File: src/pisc_pkg.sv
// shared widths, register indexes and the multiplier request type
// no dependencies
`timescale 1ns / 1ps

package pisc_pkg;

	localparam int GAIN_W    = 24;
	localparam int CALG_W    = 18;
	localparam int CALO_W    = 16;
	localparam int LIM_W     = 15;
	localparam int SP_W      = 13;
	localparam int RAW_W     = 12;
	localparam int DRIVE_W   = 48;
	localparam int ERR_W     = 16;
	localparam int SUM_W     = 32;
	localparam int CFG_IDX_W = 4;
	localparam int CFG_DAT_W = 24;
	localparam int MUL_A_W   = 25;
	localparam int MUL_B_W   = 33;
	localparam int PROD_W    = MUL_A_W + MUL_B_W;
	localparam int ACC_W     = 60;

	typedef enum logic [CFG_IDX_W-1:0] {
		REG_PROP_GAIN  = 4'd0,
		REG_INTEG_GAIN = 4'd1,
		REG_DERIV_GAIN = 4'd2,
		REG_CAL_GAIN   = 4'd3,
		REG_CAL_OFFSET = 4'd4,
		REG_UPPER_LIM  = 4'd5,
		REG_LOWER_LIM  = 4'd6,
		REG_SEP_BAND   = 4'd7
	} cfg_idx_t;

	typedef struct packed {
		logic               en;
		logic [MUL_A_W-1:0] a;
		logic [MUL_B_W-1:0] b;
	} mul_req_t;

endpackage

File: src/pisc_mul.sv
// shared signed multiplier with registered product
// depends on pisc_pkg
`timescale 1ns / 1ps

module pisc_mul (
	input  logic                              clk,
	input  pisc_pkg::mul_req_t                req,
	output logic signed [pisc_pkg::PROD_W-1:0] prod
);
	import pisc_pkg::*;

	logic signed [MUL_A_W-1:0] a_s;
	logic signed [MUL_B_W-1:0] b_s;

	assign a_s = $signed(req.a);
	assign b_s = $signed(req.b);

	always_ff @(posedge clk) begin
		if (req.en) begin
			prod <= a_s * b_s;
		end
	end

endmodule

File: src/pid_integral_separation_clamp.sv
// pid controller with integral separation and limit anti-windup, top level
// depends on pisc_pkg and pisc_mul
//
//   channel  | handshake                 | payload
//   ---------+---------------------------+----------------------------------
//   config   | cfg_valid / cfg_ready     | cfg_index, cfg_data
//   sample   | sample_valid / sample_stall | setpoint, raw_sample
//   result   | result_valid / result_stall | drive, error_value, integral_on
//
// one request at a time, stalled until idle: the calibration product and the three gain
// products go through the single 25x33 multiplier in turn, then the sum is saturated
// a new request is taken while the previous result still waits downstream
// reset loads the register defaults and clears the integral and last error
// a stalled result holds; the sequencer waits in its last step until free
`timescale 1ns / 1ps

module pid_integral_separation_clamp (
	input  logic                                   clk,
	input  logic                                   arst_n,
	input  logic                                   cfg_valid,
	output logic                                   cfg_ready,
	input  logic [pisc_pkg::CFG_IDX_W-1:0]         cfg_index,
	input  logic [pisc_pkg::CFG_DAT_W-1:0]         cfg_data,
	input  logic                                   sample_valid,
	output logic                                   sample_stall,
	input  logic [pisc_pkg::SP_W-1:0]              setpoint,
	input  logic [pisc_pkg::RAW_W-1:0]             raw_sample,
	output logic                                   result_valid,
	input  logic                                   result_stall,
	output logic signed [pisc_pkg::DRIVE_W-1:0]    drive,
	output logic signed [pisc_pkg::ERR_W-1:0]      error_value,
	output logic                                   integral_on
);
	import pisc_pkg::*;

	typedef enum logic [3:0] {
		ST_IDLE,
		ST_CAL,
		ST_MEAS,
		ST_EVAL,
		ST_MUL_P,
		ST_MUL_D,
		ST_MUL_I,
		ST_SUM,
		ST_DONE
	} state_t;

	state_t state_q;

	logic signed [GAIN_W-1:0] prop_gain_q, integ_gain_q, deriv_gain_q;
	logic [CALG_W-1:0]        cal_gain_q;
	logic [CALO_W-1:0]        cal_offset_q;
	logic signed [LIM_W-1:0]  upper_lim_q, lower_lim_q;
	logic [LIM_W-1:0]         sep_band_q;

	logic [SP_W-1:0]          sp_q;
	logic [RAW_W-1:0]         raw_q;
	logic signed [ERR_W-1:0]  meas_q, err_q, prev_q;
	logic signed [ERR_W:0]    diff_q;
	logic signed [SUM_W-1:0]  isum_q;
	logic                     on_q;
	logic signed [ACC_W-1:0]  acc_q;

	logic signed [DRIVE_W-1:0] drive_q;
	logic signed [ERR_W-1:0]   error_value_q;
	logic                      integral_on_q;
	logic                      result_valid_q;

	mul_req_t                  mul_req;
	logic signed [PROD_W-1:0]  prod;

	logic signed [31:0]        q16_d, q16_adj_d;
	logic signed [ERR_W-1:0]   meas_d, err_d;
	logic [ERR_W-1:0]          mag_d;
	logic                      on_d;
	logic signed [ERR_W:0]     diff_d;
	logic signed [ERR_W-1:0]   upper_ext, lower_ext;
	logic                      add_d;
	logic signed [SUM_W:0]     sum_wide_d;
	logic signed [SUM_W-1:0]   sum_sat_d;
	logic signed [ACC_W-1:0]   prod_ext;
	logic                      acc_fits;
	logic signed [DRIVE_W-1:0] drive_sat_d;
	logic                      out_free;

	pisc_mul u_mul (
		.clk  (clk),
		.req  (mul_req),
		.prod (prod)
	);

	assign cfg_ready    = 1'b1;
	assign sample_stall = (state_q != ST_IDLE);
	assign result_valid = result_valid_q;
	assign drive        = drive_q;
	assign error_value  = error_value_q;
	assign integral_on  = integral_on_q;

	// operand select for the shared multiplier
	always_comb begin
		mul_req = '0;
		case (state_q)
			ST_CAL: begin
				mul_req.en = 1'b1;
				mul_req.a  = {{(MUL_A_W-CALG_W){1'b0}}, cal_gain_q};
				mul_req.b  = {{(MUL_B_W-RAW_W){1'b0}}, raw_q};
			end
			ST_MUL_P: begin
				mul_req.en = 1'b1;
				mul_req.a  = {prop_gain_q[GAIN_W-1], prop_gain_q};
				mul_req.b  = {{(MUL_B_W-ERR_W){err_q[ERR_W-1]}}, err_q};
			end
			ST_MUL_D: begin
				mul_req.en = 1'b1;
				mul_req.a  = {deriv_gain_q[GAIN_W-1], deriv_gain_q};
				mul_req.b  = {{(MUL_B_W-ERR_W-1){diff_q[ERR_W]}}, diff_q};
			end
			ST_MUL_I: begin
				mul_req.en = 1'b1;
				mul_req.a  = on_q ? {integ_gain_q[GAIN_W-1], integ_gain_q} : '0;
				mul_req.b  = {isum_q[SUM_W-1], isum_q};
			end
			default: begin
				mul_req = '0;
			end
		endcase
	end

	// calibration: truncate toward zero
	always_comb begin
		q16_d     = $signed({2'b00, prod[29:0]}) - $signed({8'h00, cal_offset_q, 8'h00});
		q16_adj_d = q16_d + (q16_d[31] ? 32'sh0000_FFFF : 32'sh0000_0000);
		meas_d    = q16_adj_d[31:16];
	end

	// error, separation test, derivative difference
	always_comb begin
		err_d  = $signed({3'b000, sp_q}) - meas_q;
		mag_d  = err_d[ERR_W-1] ? 16'(-err_d) : 16'(err_d);
		on_d   = (mag_d <= {1'b0, sep_band_q});
		diff_d = {err_d[ERR_W-1], err_d} - {prev_q[ERR_W-1], prev_q};
	end

	// one-sided integration outside the limits, saturating sum
	always_comb begin
		upper_ext = {upper_lim_q[LIM_W-1], upper_lim_q};
		lower_ext = {lower_lim_q[LIM_W-1], lower_lim_q};
		if (meas_q > upper_ext) begin
			add_d = err_q[ERR_W-1];
		end else if (meas_q < lower_ext) begin
			add_d = !err_q[ERR_W-1] && (err_q != '0);
		end else begin
			add_d = 1'b1;
		end
		sum_wide_d = {isum_q[SUM_W-1], isum_q} + {{(SUM_W-ERR_W+1){err_q[ERR_W-1]}}, err_q};
		if (sum_wide_d[SUM_W] != sum_wide_d[SUM_W-1]) begin
			sum_sat_d = sum_wide_d[SUM_W] ? {1'b1, {(SUM_W-1){1'b0}}} : {1'b0, {(SUM_W-1){1'b1}}};
		end else begin
			sum_sat_d = sum_wide_d[SUM_W-1:0];
		end
	end

	// accumulation and output saturation
	always_comb begin
		prod_ext = {{(ACC_W-PROD_W){prod[PROD_W-1]}}, prod};
		acc_fits = (&acc_q[ACC_W-1:DRIVE_W-1]) || !(|acc_q[ACC_W-1:DRIVE_W-1]);
		if (acc_fits) begin
			drive_sat_d = acc_q[DRIVE_W-1:0];
		end else if (acc_q[ACC_W-1]) begin
			drive_sat_d = {1'b1, {(DRIVE_W-1){1'b0}}};
		end else begin
			drive_sat_d = {1'b0, {(DRIVE_W-1){1'b1}}};
		end
		out_free = !result_valid_q || !result_stall;
	end

	always_ff @(posedge clk or negedge arst_n) begin
		if (!arst_n) begin
			state_q        <= ST_IDLE;
			prop_gain_q    <= 24'sd6554;
			integ_gain_q   <= '0;
			deriv_gain_q   <= '0;
			cal_gain_q     <= 18'd89384;
			cal_offset_q   <= 16'd39306;
			upper_lim_q    <= 15'sd3500;
			lower_lim_q    <= '0;
			sep_band_q     <= 15'd3500;
			sp_q           <= '0;
			raw_q          <= '0;
			meas_q         <= '0;
			err_q          <= '0;
			prev_q         <= '0;
			diff_q         <= '0;
			isum_q         <= '0;
			on_q           <= 1'b0;
			acc_q          <= '0;
			drive_q        <= '0;
			error_value_q  <= '0;
			integral_on_q  <= 1'b0;
			result_valid_q <= 1'b0;
		end else begin
			if (cfg_valid && cfg_ready) begin
				case (cfg_idx_t'(cfg_index))
					REG_PROP_GAIN:  prop_gain_q  <= cfg_data[GAIN_W-1:0];
					REG_INTEG_GAIN: integ_gain_q <= cfg_data[GAIN_W-1:0];
					REG_DERIV_GAIN: deriv_gain_q <= cfg_data[GAIN_W-1:0];
					REG_CAL_GAIN:   cal_gain_q   <= cfg_data[CALG_W-1:0];
					REG_CAL_OFFSET: cal_offset_q <= cfg_data[CALO_W-1:0];
					REG_UPPER_LIM:  upper_lim_q  <= cfg_data[LIM_W-1:0];
					REG_LOWER_LIM:  lower_lim_q  <= cfg_data[LIM_W-1:0];
					REG_SEP_BAND:   sep_band_q   <= cfg_data[LIM_W-1:0];
					default: ;
				endcase
			end

			if (result_valid_q && !result_stall && (state_q != ST_DONE)) begin
				result_valid_q <= 1'b0;
			end

			case (state_q)
				ST_IDLE: begin
					if (sample_valid) begin
						sp_q    <= setpoint;
						raw_q   <= raw_sample;
						state_q <= ST_CAL;
					end
				end
				ST_CAL: begin
					state_q <= ST_MEAS;
				end
				ST_MEAS: begin
					meas_q  <= meas_d;
					state_q <= ST_EVAL;
				end
				ST_EVAL: begin
					err_q   <= err_d;
					on_q    <= on_d;
					diff_q  <= diff_d;
					prev_q  <= err_d;
					state_q <= ST_MUL_P;
				end
				ST_MUL_P: begin
					if (on_q && add_d) begin
						isum_q <= sum_sat_d;
					end
					state_q <= ST_MUL_D;
				end
				ST_MUL_D: begin
					acc_q   <= prod_ext;
					state_q <= ST_MUL_I;
				end
				ST_MUL_I: begin
					acc_q   <= acc_q + prod_ext;
					state_q <= ST_SUM;
				end
				ST_SUM: begin
					acc_q   <= acc_q + prod_ext;
					state_q <= ST_DONE;
				end
				ST_DONE: begin
					if (out_free) begin
						drive_q        <= drive_sat_d;
						error_value_q  <= err_q;
						integral_on_q  <= on_q;
						result_valid_q <= 1'b1;
						state_q        <= ST_IDLE;
					end
				end
				default: begin
					state_q <= ST_IDLE;
				end
			endcase
		end
	end

endmodule

File: config.mk
export PLATFORM = sky130hd
export DESIGN_NAME = pid_integral_separation_clamp
export DESIGN_NICKNAME = d
export VERILOG_FILES = /design/src/pisc_pkg.sv /design/src/pisc_mul.sv /design/src/pid_integral_separation_clamp.sv
export SDC_FILE = /design/constraint.sdc
export NUM_CORES = 2
export LEC_CHECK = 0
export ABC_CLOCK_PERIOD_IN_PS = 13780
export BUFFER_PORTS_ARGS = -buffer_cell sky130_fd_sc_hd__clkbuf_2
export CORE_MARGIN = 8
export CORE_UTILIZATION = 25
export CTS_CLUSTER_DIAMETER = 50
export DETAILED_ROUTE_END_ITERATION = 10
export PLACE_DENSITY_LB_ADDON = 0.15
export SETUP_SLACK_MARGIN = 0.1
export SKIP_LAST_GASP = 1
export SLEW_MARGIN = 20
export SYNTH_ARGS = -nofsm -noshare
export SYNTH_HDL_FRONTEND = slang
export SYNTH_SLANG_ARGS = --single-unit
File: constraint.sdc
create_clock -name clk -period 13.78 [get_ports clk]
set_clock_uncertainty 0.2 [all_clocks]
set_input_delay 1.378 -clock clk [delete_from_list [all_inputs] [get_ports clk]]
set_output_delay 1.378 -clock clk [all_outputs]
set_load 0.1 [all_outputs]
==> flow_metrics.py <==
metrics = {
    "final_layout": {
        "diodes": 0,
        "nFillCells": 23296,
        "nets": 7399,
        "mostFrequentLayoutCell": "inv_1",
        "final_cell_mix": "inv_1 (946), nand2_1 (890), fa_1 (831)",
        "syn_to_final_growth_pct": 12.8,
        "final_layout_size_suffix_gt1_share_pct": 10.3,
    },
    "clocking": {
        "cts_buffer_depth": 3,
        "cts_setup_buffers": 0,
        "ctsHtreeMaxLevel": 3,
        "cts_hold_buf": 0,
        "clock_latency_ps": 730,
        "path_clk_slew_ps": 60,
        "cts_resized": 0,
        "root_buffer": "clkbuf_16",
        "clock_sinks": 446,
        "cts_tree": "built",
        "cts_inserted_buffers": 81,
    },
    "route": {
        "via_per_inst": 4.70,
        "wl_um": 195000,
        "num_vias": 42753,
        "drt_iter0_markers": 2560,
        "post_drt_wl_per_cell_um": 21.5,
        "dr.pass1.iters": 5,
        "drc": 0,
        "postRouteAntennaNets": 0,
    },
    "worst_setup_path": {
        "reg2regPathDepth": 28,
        "worstSetupPathType": "reg -> reg",
        "start_kind": "register",
        "crit_slowest_cell": "o41ai_2",
        "worstReg2RegEnd": "u_mul.prod[56]",
        "critPathMaxFanout": 29,
        "crit_path_max_incr_delay_ps": 790,
        "critical_path.most_common_cell": "fa_1",
        "cp-endpoint": "u_mul.prod[56]",
        "reg2reg_slack_ps": 3010,
        "required_ps": 14030,
        "crit_arrival_ps": 11020,
        "startpoint": "state_q[1]",
        "r2r-start": "state_q[1]",
        "worst_setup_path_end_kind": "register",
    },
    "global_route": {
        "grt_pass1_wl_um": 298000,
        "grt_pass1_vias": 46238,
        "grt_max_degree": 127,
        "grtUsageTotal_pct": 16.5,
        "antenna_found_initial": 6,
        "grt-ovfl-total": 0,
    },
    "logic_synthesis": {
        "ys_async_sr_fraction_pct": 87.0,
        "syn_avg_cell_area_um2": 9.00,
        "ys.flop_type": "dfrtp_1",
        "ys_seq_area_share_pct": 20.9,
        "syn_area_mm2": 0.0551,
        "synth-edff-count": 58,
        "syn-num-nets": 7367,
        "synth.distinct_cells": 84,
        "synth_warnings": 0,
        "synth_seq_cells": 446,
        "postSynthCellCount": 6124,
    },
    "timing": {
        "setup_violations": 0,
        "fin_crit_ps": 10770,
        "fin_tns_setup_ps": 0,
        "max_slew.worst_pin.slew_ps": 1170,
        "drv_slew": 0,
        "period_share_pct": 78.2,
        "fmaxAchievable_ghz": 0.0928,
        "hold_violations": 0,
        "relSlewSlack_pct": 22.0,
        "grt_setup_unrepaired": "no",
    },
    "die": {
        "die-area_mm2": 0.236,
        "core_mm2": 0.219,
        "rows": 172,
        "fp.dieH_um": 485,
        "boundaryPins": 126,
        "die_x_um": 485,
        "initial_core_util_pct": 25.1,
    },
    "job": {
        "drv_cap": 0,
    },
    "status": {
        "run_status": "finished, final reports clean",
    },
    "hold_path": {
        "min_path_type": "reg -> reg",
        "whs_path_depth": 2,
        "hold_path_startpoint": "diff_q[5]",
    },
    "placement": {
        "place.gp.congestion": 0.845,
        "dp_hpwl_um": 157000,
        "io_buffers": 124,
    },
}
[cells in the mapped netlist (all sizes together), types with 58 or more instances]
| master | number | area share (%) |
|---|---|---|
| inv | 949 | 6.5 |
| nand2 | 895 | 6.1 |
| fa | 831 | 30 |
| nor2 | 621 | 4.2 |
| ha | 354 | 8.0 |
| dfrtp | 352 | 16 |
| a21oi | 337 | 3.1 |
| clkbuf | 265 | 1.8 |
| o21ai | 247 | 2.2 |
| mux2 | 161 | 3.3 |
| xnor2 | 137 | 2.2 |
| a21o | 117 | 1.6 |
| nand4 | 61 | 0.72 |
| edfxtp | 58 | 3.2 |
| xor2 | 58 | 0.92 |
[per-layer routing]
metal  wire, um  global-route usage (%)  vias to the layer above  part of all wire (%)
met1      88200                    21.9                    21913                    45
met5         23                       0                        -                 0.012
met2      92500                    28.0                      844                    47
li1           -                       -                    19742                     -
met4       5920                    4.87                        4                   3.0
met3       8490                    2.49                      250                   4.3
[sequential cells by signal, indices dropped and copies added (netlist names), 4 cells and up]
name and cells:
isum_q 32, meas_q 16, upper_lim_q 15, prev_q 16, drive 48, cal_gain_q 18, error_value 16, deriv_gain_q 24
lower_lim_q 15, raw_q 12, sp_q 13, integ_gain_q 24, acc_q 60, u_mul.prod 58, sep_band_q 15, prop_gain_q 24
state_q 4, diff_q 17, cal_offset_q 16
[stage by stage]
stage	std cells	cell area (um^2)	setup WS (ps)	hold WS, ps	utilization (%)
after floorplan	6124	55100	4650	248	-
after global placement	8942	59300	3090	277	27.0
after detailed placement	8944	59300	2980	276	27.0
after CTS	9096	62100	2950	288	28.3
after global routing	9096	62100	2350	308	28.3
final	9096	62100	3010	292	28.3
[critical path, delay by kind of cell (launching register included)]
family	cells	cell delay, ps
AOI/OAI and AO/OA	6	2340
adders and majority gates	8	3930
xor gates and xnor gates	1	130
and+or+nand+nor	7	2310
DFF	1	590
buffers and inverters	6	950
[cell families after synthesis]
group	count (synthesis)	share of synthesized area, %
xor+xnor	195	3.10
compound gates	1018	11.5
simple gates	1881	14.5
other cells	1	0.00681
mux	163	3.33
buf+inv	1235	8.43
fa+ha+maj	1185	38.2
flops	446	20.9
[final cells by class]
type,instances,area (um^2),share of cell area [%]
Multi-Input combinational cell,4443,39100,63.0
Sequential cell,446,11500,18.5
Tap cell,2871,3590,5.78
Inverter,949,3560,5.73
Clock buffer,97,2180,3.51
Timing Repair Buffer,235,1480,2.39
Clock inverter,55,693,1.12
[how the worst min path moves through the flow]
stage / end
after floorplan: diff_q[10]
after global placement: diff_q[5]
after detailed placement: diff_q[2]
after CTS: diff_q[2]
after global routing: prop_gain_q[16]
final: diff_q[5]
Power is left out: the tool's default activity adds up to more than one toggle a clock period on the data nets, which glitch-free logic cannot reach.
